<file path="src/rtl/lfu_pkg.sv">
// shared constants, codes and control/status types of the lfu cache table
package lfu_pkg;

	localparam int ENTRIES    = 16;
	localparam int KEY_BITS   = 64;
	localparam int VALUE_BITS = 64;
	localparam int COUNT_W    = 32;
	localparam int STAMP_W    = 48;
	localparam int CAP_W      = 5;
	localparam int STATUS_W   = 3;
	localparam int IDX_W      = (ENTRIES > 1) ? $clog2(ENTRIES) : 1;
	localparam int USED_W     = $clog2(ENTRIES + 1);
	localparam int CMP_W      = (CAP_W > USED_W) ? CAP_W : USED_W;
	localparam logic [CAP_W-1:0] CAP_RESET = CAP_W'(16);

	typedef enum logic [STATUS_W-1:0] {
		ST_GET_MISS   = 3'd0,
		ST_GET_HIT    = 3'd1,
		ST_SET_EXISTS = 3'd2,
		ST_INSERTED   = 3'd3,
		ST_EVICTED    = 3'd4
	} status_code_t;

	typedef enum logic [1:0] {
		S_IDLE,
		S_SCAN,
		S_DRAIN,
		S_COMMIT
	} ctrl_state_t;

	typedef enum logic {
		ACT_GET = 1'b0,
		ACT_SET = 1'b1
	} action_t;

	// controller to datapath
	typedef struct packed {
		logic             load;
		logic             rd_en;
		logic [IDX_W-1:0] rd_addr;
		logic             commit;
	} lfu_cmd_t;

	// datapath to controller
	typedef struct packed {
		logic out_blocked;
	} lfu_stat_t;

endpackage

</file>
<file path="src/rtl/lfu_cache_table_core.sv">
// top level of the lfu cache table: controller plus datapath
// A fully associative 16-entry key/value cache with least-frequently-used
// replacement (ties broken by oldest stamp, then lowest index). Each item
// is accepted, then walks all ENTRIES entries one at a time through the
// single read port of the entry memory, finishes the last compare and
// ends in a commit step that writes the entry and loads the result
// register. A finished result waits in the output register while the next
// item is accepted and scanned; commit holds only if that register is still
// occupied. capacity may be written only while the block is idle; 0 acts as
// 1 and values above 16 act as 16.
module lfu_cache_table_core (
	input  logic                           clk,
	input  logic                           arst_n,
	input  logic                           cfg_we,
	input  logic [lfu_pkg::CAP_W-1:0]      cfg_wdata,
	input  logic                           in_valid,
	output logic                           in_ready,
	input  logic                           action,
	input  logic [lfu_pkg::KEY_BITS-1:0]   key,
	input  logic [lfu_pkg::VALUE_BITS-1:0] value,
	output logic                           out_valid,
	input  logic                           out_ready,
	output logic [lfu_pkg::STATUS_W-1:0]   status,
	output logic [lfu_pkg::VALUE_BITS-1:0] read_value
);
	import lfu_pkg::*;

	lfu_cmd_t  cmd;
	lfu_stat_t stat;

	// sequencer
	lfu_ctrl u_ctrl (
		.clk      (clk),
		.arst_n   (arst_n),
		.in_valid (in_valid),
		.in_ready (in_ready),
		.stat     (stat),
		.cmd      (cmd)
	);

	// storage and compare
	lfu_datapath u_datapath (
		.clk        (clk),
		.arst_n     (arst_n),
		.cfg_we     (cfg_we),
		.cfg_wdata  (cfg_wdata),
		.action     (action),
		.key        (key),
		.value      (value),
		.cmd        (cmd),
		.stat       (stat),
		.out_valid  (out_valid),
		.out_ready  (out_ready),
		.status     (status),
		.read_value (read_value)
	);

endmodule

</file>
<file path="src/rtl/lfu_ctrl.sv">
// controller state machine: accept, scan sequencing and commit of one item
module lfu_ctrl (
	input  logic              clk,
	input  logic              arst_n,
	input  logic              in_valid,
	output logic              in_ready,
	input  lfu_pkg::lfu_stat_t stat,
	output lfu_pkg::lfu_cmd_t  cmd
);
	import lfu_pkg::*;

	ctrl_state_t      state_q;
	ctrl_state_t      state_d;
	logic [IDX_W-1:0] cnt_q;
	logic [IDX_W-1:0] cnt_d;

	// state and scan counter registers
	always_ff @(posedge clk or negedge arst_n) begin
		if (!arst_n) begin
			state_q <= S_IDLE;
			cnt_q   <= '0;
		end else begin
			state_q <= state_d;
			cnt_q   <= cnt_d;
		end
	end

	// next state and commands
	always_comb begin
		state_d     = state_q;
		cnt_d       = cnt_q;
		in_ready    = 1'b0;
		cmd.load    = 1'b0;
		cmd.rd_en   = 1'b0;
		cmd.rd_addr = cnt_q;
		cmd.commit  = 1'b0;
		case (state_q)
			S_IDLE: begin
				in_ready = 1'b1;
				cnt_d    = '0;
				if (in_valid) begin
					cmd.load = 1'b1;
					state_d  = S_SCAN;
				end
			end
			S_SCAN: begin
				cmd.rd_en = 1'b1;
				if (cnt_q == IDX_W'(ENTRIES - 1)) begin
					state_d = S_DRAIN;
				end else begin
					cnt_d = cnt_q + 1'b1;
				end
			end
			S_DRAIN: begin
				state_d = S_COMMIT;
			end
			S_COMMIT: begin
				if (!stat.out_blocked) begin
					cmd.commit = 1'b1;
					state_d    = S_IDLE;
				end
			end
			default: begin
				state_d = S_IDLE;
			end
		endcase
	end

endmodule

</file>
<file path="src/rtl/lfu_datapath.sv">
// entry storage, scan compare unit, update logic and result register
module lfu_datapath (
	input  logic                           clk,
	input  logic                           arst_n,
	input  logic                           cfg_we,
	input  logic [lfu_pkg::CAP_W-1:0]      cfg_wdata,
	input  logic                           action,
	input  logic [lfu_pkg::KEY_BITS-1:0]   key,
	input  logic [lfu_pkg::VALUE_BITS-1:0] value,
	input  lfu_pkg::lfu_cmd_t              cmd,
	output lfu_pkg::lfu_stat_t             stat,
	output logic                           out_valid,
	input  logic                           out_ready,
	output logic [lfu_pkg::STATUS_W-1:0]   status,
	output logic [lfu_pkg::VALUE_BITS-1:0] read_value
);
	import lfu_pkg::*;

	// entry memories, undefined until written
	logic [KEY_BITS-1:0]   key_mem   [ENTRIES];
	logic [VALUE_BITS-1:0] value_mem [ENTRIES];
	logic [COUNT_W-1:0]    count_mem [ENTRIES];
	logic [STAMP_W-1:0]    stamp_mem [ENTRIES];
	logic [ENTRIES-1:0]    valid_q;

	logic [CAP_W-1:0]      cap_q;
	logic [STAMP_W-1:0]    seq_q;

	// latched item
	action_t               act_q;
	logic [KEY_BITS-1:0]   key_q;
	logic [VALUE_BITS-1:0] val_q;

	// read stage
	logic                  rd_vld_s1;
	logic [IDX_W-1:0]      rd_idx_s1;
	logic [KEY_BITS-1:0]   rd_key_s1;
	logic [VALUE_BITS-1:0] rd_val_s1;
	logic [COUNT_W-1:0]    rd_cnt_s1;
	logic [STAMP_W-1:0]    rd_stamp_s1;

	// scan results
	logic                  hit_q;
	logic [IDX_W-1:0]      hit_idx_q;
	logic [VALUE_BITS-1:0] hit_val_q;
	logic [COUNT_W-1:0]    hit_cnt_q;
	logic                  best_q;
	logic [IDX_W-1:0]      best_idx_q;
	logic [COUNT_W-1:0]    best_cnt_q;
	logic [STAMP_W-1:0]    best_stamp_q;
	logic                  free_q;
	logic [IDX_W-1:0]      free_idx_q;
	logic [USED_W-1:0]     used_q;

	// result register
	logic                  out_valid_q;
	status_code_t          status_q;
	logic [VALUE_BITS-1:0] read_value_q;

	// commit decode
	logic                  cur_valid;
	logic                  better;
	logic [CMP_W-1:0]      cap_ext;
	logic [CMP_W-1:0]      cap_eff;
	logic                  evict;
	logic                  do_touch;
	logic                  do_insert;
	logic                  wr_cnt_en;
	logic [IDX_W-1:0]      wr_addr;
	logic [COUNT_W-1:0]    wr_cnt;
	status_code_t          status_d;
	logic [VALUE_BITS-1:0] read_value_d;

	assign cur_valid = valid_q[rd_idx_s1];
	assign better    = !best_q || (rd_cnt_s1 < best_cnt_q) ||
	                   ((rd_cnt_s1 == best_cnt_q) && (rd_stamp_s1 < best_stamp_q));

	// capacity clamp to 1..ENTRIES
	always_comb begin
		cap_ext = CMP_W'(cap_q);
		if (cap_ext == '0) begin
			cap_eff = CMP_W'(1);
		end else if (cap_ext > CMP_W'(ENTRIES)) begin
			cap_eff = CMP_W'(ENTRIES);
		end else begin
			cap_eff = cap_ext;
		end
	end

	// commit decode: touch an existing entry or place a new one
	always_comb begin
		evict        = (CMP_W'(used_q) >= cap_eff) && best_q;
		do_touch     = hit_q && (hit_cnt_q != '1);
		do_insert    = (act_q == ACT_SET) && !hit_q;
		wr_cnt_en    = cmd.commit && (do_touch || do_insert);
		wr_addr      = hit_idx_q;
		wr_cnt       = hit_cnt_q + 1'b1;
		read_value_d = '0;
		status_d     = ST_GET_MISS;
		if (do_insert) begin
			wr_addr  = evict ? best_idx_q : free_idx_q;
			wr_cnt   = COUNT_W'(1);
			status_d = evict ? ST_EVICTED : ST_INSERTED;
		end else if (act_q == ACT_SET) begin
			status_d = ST_SET_EXISTS;
		end else if (hit_q) begin
			status_d     = ST_GET_HIT;
			read_value_d = hit_val_q;
		end
	end

	// configuration register
	always_ff @(posedge clk or negedge arst_n) begin
		if (!arst_n) begin
			cap_q <= CAP_RESET;
		end else if (cfg_we) begin
			cap_q <= cfg_wdata;
		end
	end

	// item latch
	always_ff @(posedge clk) begin
		if (cmd.load) begin
			act_q <= action_t'(action);
			key_q <= key;
			val_q <= value;
		end
	end

	// memory write ports
	always_ff @(posedge clk) begin
		if (wr_cnt_en) begin
			count_mem[wr_addr] <= wr_cnt;
			stamp_mem[wr_addr] <= seq_q;
		end
		if (cmd.commit && do_insert) begin
			key_mem[wr_addr]   <= key_q;
			value_mem[wr_addr] <= val_q;
		end
	end

	// memory read port, registered
	always_ff @(posedge clk) begin
		if (cmd.rd_en) begin
			rd_idx_s1   <= cmd.rd_addr;
			rd_key_s1   <= key_mem[cmd.rd_addr];
			rd_val_s1   <= value_mem[cmd.rd_addr];
			rd_cnt_s1   <= count_mem[cmd.rd_addr];
			rd_stamp_s1 <= stamp_mem[cmd.rd_addr];
		end
	end

	// valid bits, sequence counter, read stage flag
	always_ff @(posedge clk or negedge arst_n) begin
		if (!arst_n) begin
			valid_q   <= '0;
			seq_q     <= '0;
			rd_vld_s1 <= 1'b0;
		end else begin
			rd_vld_s1 <= cmd.rd_en;
			if (cmd.commit && do_insert) begin
				valid_q[wr_addr] <= 1'b1;
			end
			if (wr_cnt_en && (seq_q != '1)) begin
				seq_q <= seq_q + 1'b1;
			end
		end
	end

	// scan compare: key match, lfu candidate, lowest free slot, occupancy
	always_ff @(posedge clk or negedge arst_n) begin
		if (!arst_n) begin
			hit_q  <= 1'b0;
			best_q <= 1'b0;
			free_q <= 1'b0;
			used_q <= '0;
		end else if (cmd.load) begin
			hit_q  <= 1'b0;
			best_q <= 1'b0;
			free_q <= 1'b0;
			used_q <= '0;
		end else if (rd_vld_s1) begin
			if (cur_valid) begin
				used_q <= used_q + 1'b1;
				if (!hit_q && (rd_key_s1 == key_q)) begin
					hit_q <= 1'b1;
				end
				if (better) begin
					best_q <= 1'b1;
				end
			end else if (!free_q) begin
				free_q <= 1'b1;
			end
		end
	end

	// scan payload registers
	always_ff @(posedge clk) begin
		if (rd_vld_s1 && cur_valid) begin
			if (!hit_q && (rd_key_s1 == key_q)) begin
				hit_idx_q <= rd_idx_s1;
				hit_val_q <= rd_val_s1;
				hit_cnt_q <= rd_cnt_s1;
			end
			if (better) begin
				best_idx_q   <= rd_idx_s1;
				best_cnt_q   <= rd_cnt_s1;
				best_stamp_q <= rd_stamp_s1;
			end
		end
		if (rd_vld_s1 && !cur_valid && !free_q) begin
			free_idx_q <= rd_idx_s1;
		end
	end

	// result register
	always_ff @(posedge clk or negedge arst_n) begin
		if (!arst_n) begin
			out_valid_q <= 1'b0;
		end else if (cmd.commit) begin
			out_valid_q <= 1'b1;
		end else if (out_ready) begin
			out_valid_q <= 1'b0;
		end
	end

	always_ff @(posedge clk) begin
		if (cmd.commit) begin
			status_q     <= status_d;
			read_value_q <= read_value_d;
		end
	end

	assign stat.out_blocked = out_valid_q && !out_ready;
	assign out_valid        = out_valid_q;
	assign status           = status_q;
	assign read_value       = read_value_q;

	// a result is never overwritten while it still waits
	a_no_overwrite: assert property (@(posedge clk) disable iff (!arst_n)
		cmd.commit |-> !(out_valid_q && !out_ready))
		else $error("result register overwritten while pending");

	// a new key without eviction always has a free slot
	a_free_slot: assert property (@(posedge clk) disable iff (!arst_n)
		(cmd.commit && do_insert && !evict) |-> free_q)
		else $error("insert found no free slot");

	// the sequence counter never moves backward
	a_seq_mono: assert property (@(posedge clk) disable iff (!arst_n)
		seq_q >= $past(seq_q))
		else $error("sequence counter decreased");

	// scan reads do not overlap a commit write
	a_no_rw_overlap: assert property (@(posedge clk) disable iff (!arst_n)
		cmd.commit |-> (!cmd.rd_en && !rd_vld_s1))
		else $error("commit during scan");

endmodule

</file>
<file path="config.mk">
export PLATFORM = sky130hd
export DESIGN_NAME = lfu_cache_table_core
export DESIGN_NICKNAME = d
export VERILOG_FILES = /design/src/rtl/lfu_pkg.sv /design/src/rtl/lfu_cache_table_core.sv /design/src/rtl/lfu_ctrl.sv /design/src/rtl/lfu_datapath.sv
export SDC_FILE = /design/constraint.sdc
export NUM_CORES = 2
export LEC_CHECK = 0
export BUFFER_PORTS_ARGS = -buffer_cell sky130_fd_sc_hd__buf_2
export CAP_MARGIN = 5
export CORE_ASPECT_RATIO = 1.75
export CORE_MARGIN = 3
export CORE_UTILIZATION = 35
export DETAILED_ROUTE_END_ITERATION = 10
export GPL_ROUTABILITY_DRIVEN = 0
export PLACE_DENSITY_LB_ADDON = 0.25
export SLEW_MARGIN = 30
export SYNTH_ARGS = -nofsm -noshare
export SYNTH_HDL_FRONTEND = slang
export SYNTH_HIERARCHICAL = 1
export SYNTH_SLANG_ARGS = --single-unit
export TNS_END_PERCENT = 5
</file>
<file path="constraint.sdc">
create_clock -name clk -period 17.73 [get_ports clk]
set_input_delay 1.773 -clock clk [delete_from_list [all_inputs] [get_ports clk]]
set_output_delay 1.773 -clock clk [all_outputs]
set_load 0.005 [all_outputs]
</file>
==> summary.md <==
| Metric | Value |
|---|---|
| Final period util | 33.1% |
| Final routed wire length divided by cell count | 29.2 um |
| Arrival time of the worst setup path | ~6.4 ns |
| Maximum VDD drop | 0.127 mV |
| Effective utilization at floorplan | a little over a third |
| Cell with the most instances on the worst path | sky130_fd_sc_hd__buf_4 |
| Number of standard cells in the layout, taps in and fillers out | 12.7k |
| Maximum root-to-sink buffer count | 4 |
| Leakage | approximately 54 nW |
| RSZ-0062 raised after global routing | no |
| Antenna violations before repair | 32 |
| Slew at the pin closest to its max-slew limit | 1.20 ns |
| Wire length of the first global-routing pass | 532000 um |
| Total iterations of the first detailed-routing run | 7 |
| H-tree depth reported by CTS | 5 |
| Area inside the core boundary | 429000 um2 |
| Run status | completed |
| Crit path time final | 5.86 ns |
| Count of yosys warnings during synthesis | 6 |
| Type of element capturing the critical path | flip-flop |
| Clk sink count | about 4.0k |
| First element of the critical path | u_datapath/cap_ext[2] |
| Ports placed on the boundary | 208 |
| Reg-to-Reg Start | u_datapath/cap_ext[2] |
| Count of cells resized by post-cts repair | 0 |
| Drt first-iter violations | around 5.6k |
| Pin count of the biggest net entering global routing | 143 |
| Combined buffer and inverter count along the critical path | 3 |
| Library cell with the largest summed area after synthesis | sky130_fd_sc_hd__edfxtp_1 |
| Placed wire-length estimate | ~200000 um |
| Largest fanout on the critical path | 34 |
| Synth Register Bits | 4009 |
| Area enclosed by the die boundary | 439000 um2 |
| Top flip-flop cell by instance count after synthesis | sky130_fd_sc_hd__edfxtp_1 |
| Ratio of cells with drive above 1 in the final layout | roughly 28% |
| Cell Chain, Critical Path | nor3_1 -> nor2_1 -> nor2_1 -> ha_1 -> nor2b_1 -> o21ai_0 -> a41oi_2 -> buf_4 -> mux2_2 -> mux2i_1 -> nand2_1 -> nor2_4 -> buf_4 -> buf_4 |
| Layout Area Growth over Synthesis | 14.0% |
| Aggregate negative setup slack | 0 ns |
| Number of cells in the design after placement | 12.0k |
| Input/output buffers | 207 |
| TritonCTS clock tree | built |
| Aggregate routed wire length | 371000 um |
| Antenna-violating nets left | 0 |
| Data required time of the critical path | 18.26 ns |
| Pwr per Cell Area | 141 nW/um2 |
| Total DRC errors in the routed layout | 0 |
| Total routing usage reported by global routing | 16.8% |
| Count of pins over their slew limit | 0 |
| Skew-Pair Late Insertion Delay | 0.94 ns |
| Setup bufs post-CTS | 0 |
| Fill cell total of the finished layout | between 30k and 40k |
| Clock tree skew after final layout | 0.0492 ns |
| Synth top area cells | sky130_fd_sc_hd__edfxtp_1 (78%), sky130_fd_sc_hd__mux4_2 (15%), sky130_fd_sc_hd__dfrtp_1 (1.4%), sky130_fd_sc_hd__ha_1 (0.76%), sky130_fd_sc_hd__xnor2_1 (0.55%) |
| Worst path top cell family by delay | simple AND/OR/NAND/NOR gates |
| Die span in y | 874 um |
| Count of distinct cell types in the synthesized netlist | 66 |
| Synthesized instance count | approximately 6.3k |
| Horizontal die dimension | roughly 500 um |
| Overflow left after global routing | 0 |
| Synthesized area per cell | 23.9 um2 |
| Worst hold path class | flip-flop to flip-flop |
| Highest-delay cell along the critical path | sky130_fd_sc_hd__nor2_4 |
| Post-synthesis cell area | 151000 um2 |
| Via count | 66.5k |
| Fraction of post-synthesis cell area in the top cell type by area | between 70% and 80% |
| Nature of the critical path startpoint | flip-flop |
| Number of rows in the core area | 318 |
| Max Freq | 171 MHz |
| Clock tree root driver cell | sky130_fd_sc_hd__clkbuf_16 |
| Final core area utilization | 40.1% |
| Register clock-pin slew on the reported worst setup and hold paths | ~0.060 ns |
| Total CTS buffers | roughly 370 |
| Number of buffers inserted by hold repair at cts | 0 |
| Layout Nets | ~7.0k |
| Crit Path Category | flip-flop to flip-flop |
| Count of flip-flops with a built-in enable after synthesis | 3924 |
| Final Hold Viols | 0 |
| Count of max-cap constraint violations | 0 |
| Mean number of vias per cell | between 5 and 6 |
| Asr flop ratio synth | 2.12% |
| Relative slew slack | 20.1% |
| Final Power | 0.0243 W |
| Syn nets | between 6k and 7k |
| Final setup violating endpoints | 0 |
| Number of global-route vias before repair | 72.6k |
| Worst hold path startpoint | u_datapath/rd_val_s1[60] |
| Seq/Total Area, Yosys | between 70% and 80% |
| CP peak stage delay | 0.79 ns |
cells by family after synthesis:
kind of cell	Yosys count	share of synthesized area (%)
adders and majority gates	92	0.764
xor gates and xnor gates	132	0.767
buffers and inverters	363	0.968
DFF	4009	79.6
muxes	1061	15.4
AOI/OAI and AO/OA	188	0.815
and+or+nand+nor	469	1.66
power by group:
| part | leakage [nW] | internal [W] | switching [W] |
|---|---|---|---|
| Sequential | 37.4 | 0.0113 | 0.000522 |
| Clock | 5.87 | 0.00456 | 0.00349 |
| Combinational | 10.8 | 0.00213 | 0.00231 |
| Total | 54.1 | 0.0180 | 0.00632 |
worst paths after layout:
path                                              to  slack, ns  depth (start not counted)
setup / recovery           u_datapath/key_mem[0][40]      11.87                         14
hold / removal              u_datapath/hit_val_q[60]       0.42                          0
setup reg to reg           u_datapath/key_mem[0][40]      11.87                         14
hold reg to reg             u_datapath/hit_val_q[60]       0.42                          0
max in group asynchronous       u_datapath/seq_q[32]      15.64                          2
min in group asynchronous       u_datapath/out_valid       0.86                          1
registers in the layout, summed over array words and instances (netlist names), 512 cells and up:
register	count
u_datapath/value_mem	1024
u_datapath/key_mem	1024
u_datapath/count_mem	512
u_datapath/stamp_mem	768
metrics by stage:
step | hold WS [ns] | worst slack (ns) | instance area (um2)
3_3_place_gp | 0.406 | 11.32 | 159000
3_5_place_dp | 0.405 | 11.81 | 160000
5_1_grt | 0.431 | 11.54 | 172000
6_report | 0.420 | 11.87 | 172000
4_1_cts | 0.421 | 11.77 | 172000
2_1_floorplan | 0.400 | 2.11 | 151000
synthesized netlist by cell type (all sizes together), types with 2 or more instances:
cell type / number
a211oi: 40
and3: 13
nor2: 93
ha: 92
xnor2: 95
inv: 100
a21oi: 71
or3: 8
and2: 74
buf: 98
or2: 5
nand4: 48
o21a: 2
and4: 5
edfxtp: 3924
mux2: 10
nor3b: 4
nand2: 77
dfrtp: 84
nor4: 17
o22ai: 2
nand3: 47
a41oi: 2
a31oi: 3
nand4b: 3
xor2: 37
nor2b: 42
o21ai: 20
o211ai: 2
nor3: 25
a21o: 26
mux4: 1011
nand2b: 5
clkbuf: 165
a221oi: 4
mux2i: 40
o221ai: 2
a2111oi: 3
cells in the final DEF (no fill, tap or decap), types with 15 or more instances in the layout:
cell | Yosys | final
sky130_fd_sc_hd__a211oi_1 | 40 | 39
sky130_fd_sc_hd__buf_2 | 62 | 206
sky130_fd_sc_hd__buf_12 | 0 | 19
sky130_fd_sc_hd__bufinv_16 | 0 | 42
sky130_fd_sc_hd__dfrtp_1 | 84 | 79
sky130_fd_sc_hd__edfxtp_1 | 3924 | 3924
sky130_fd_sc_hd__nand3_1 | 46 | 46
sky130_fd_sc_hd__a21oi_1 | 70 | 66
sky130_fd_sc_hd__a21o_1 | 26 | 25
sky130_fd_sc_hd__mux4_2 | 1011 | 1011
sky130_fd_sc_hd__inv_1 | 100 | 100
sky130_fd_sc_hd__and2_1 | 73 | 72
sky130_fd_sc_hd__nor2b_1 | 42 | 39
sky130_fd_sc_hd__nor2_1 | 93 | 62
sky130_fd_sc_hd__buf_4 | 1 | 117
sky130_fd_sc_hd__xnor2_1 | 95 | 94
sky130_fd_sc_hd__o21ai_0 | 20 | 18
sky130_fd_sc_hd__clkbuf_16 | 0 | 379
sky130_fd_sc_hd__ha_1 | 92 | 91
sky130_fd_sc_hd__nand2_1 | 77 | 77
sky130_fd_sc_hd__buf_16 | 0 | 15
sky130_fd_sc_hd__nand4_1 | 46 | 46
sky130_fd_sc_hd__nor2_4 | 0 | 21
sky130_fd_sc_hd__clkbuf_1 | 165 | 75
sky130_fd_sc_hd__clkinv_1 | 0 | 71
sky130_fd_sc_hd__mux2i_1 | 40 | 40
sky130_fd_sc_hd__clkinv_2 | 0 | 63
sky130_fd_sc_hd__xor2_1 | 37 | 37
worst reg2reg max path, stage by stage (launching register included):
cell,delay [ns]
sky130_fd_sc_hd__dfrtp_1,0.40
sky130_fd_sc_hd__nor3_1,0.25
sky130_fd_sc_hd__nor2_1,0.09
sky130_fd_sc_hd__nor2_1,0.10
sky130_fd_sc_hd__ha_1,0.23
sky130_fd_sc_hd__nor2b_1,0.12
sky130_fd_sc_hd__o21ai_0,0.13
sky130_fd_sc_hd__a41oi_2,0.29
sky130_fd_sc_hd__buf_4,0.28
sky130_fd_sc_hd__mux2_2,0.38
sky130_fd_sc_hd__mux2i_1,0.54
sky130_fd_sc_hd__nand2_1,0.41
sky130_fd_sc_hd__nor2_4,0.79
sky130_fd_sc_hd__buf_4,0.67
sky130_fd_sc_hd__buf_4,0.77
layer usage:
layer  track usage, %  routed length, um  vias up
met5                0                 38        -
met4             5.27              11900        6
met3             1.92              14000      522
met2             31.4             205000     1540
met1             20.1             140000    36746
li1                 -                  -    27663
area by class of cell:
class	instances	area, um2	share of cell area (%)
antenna	10	25.0	0.0146
multi-input combinational	1942	29700	17.3
tap	5600	7010	4.08
inverter	100	375	0.218
clock inverter	212	2190	1.28
sequential	4009	120000	69.8
timing repair buffer	368	2830	1.65
clock buffer	459	9830	5.72
No activity file was read; power rests on OpenSTA's default activity.
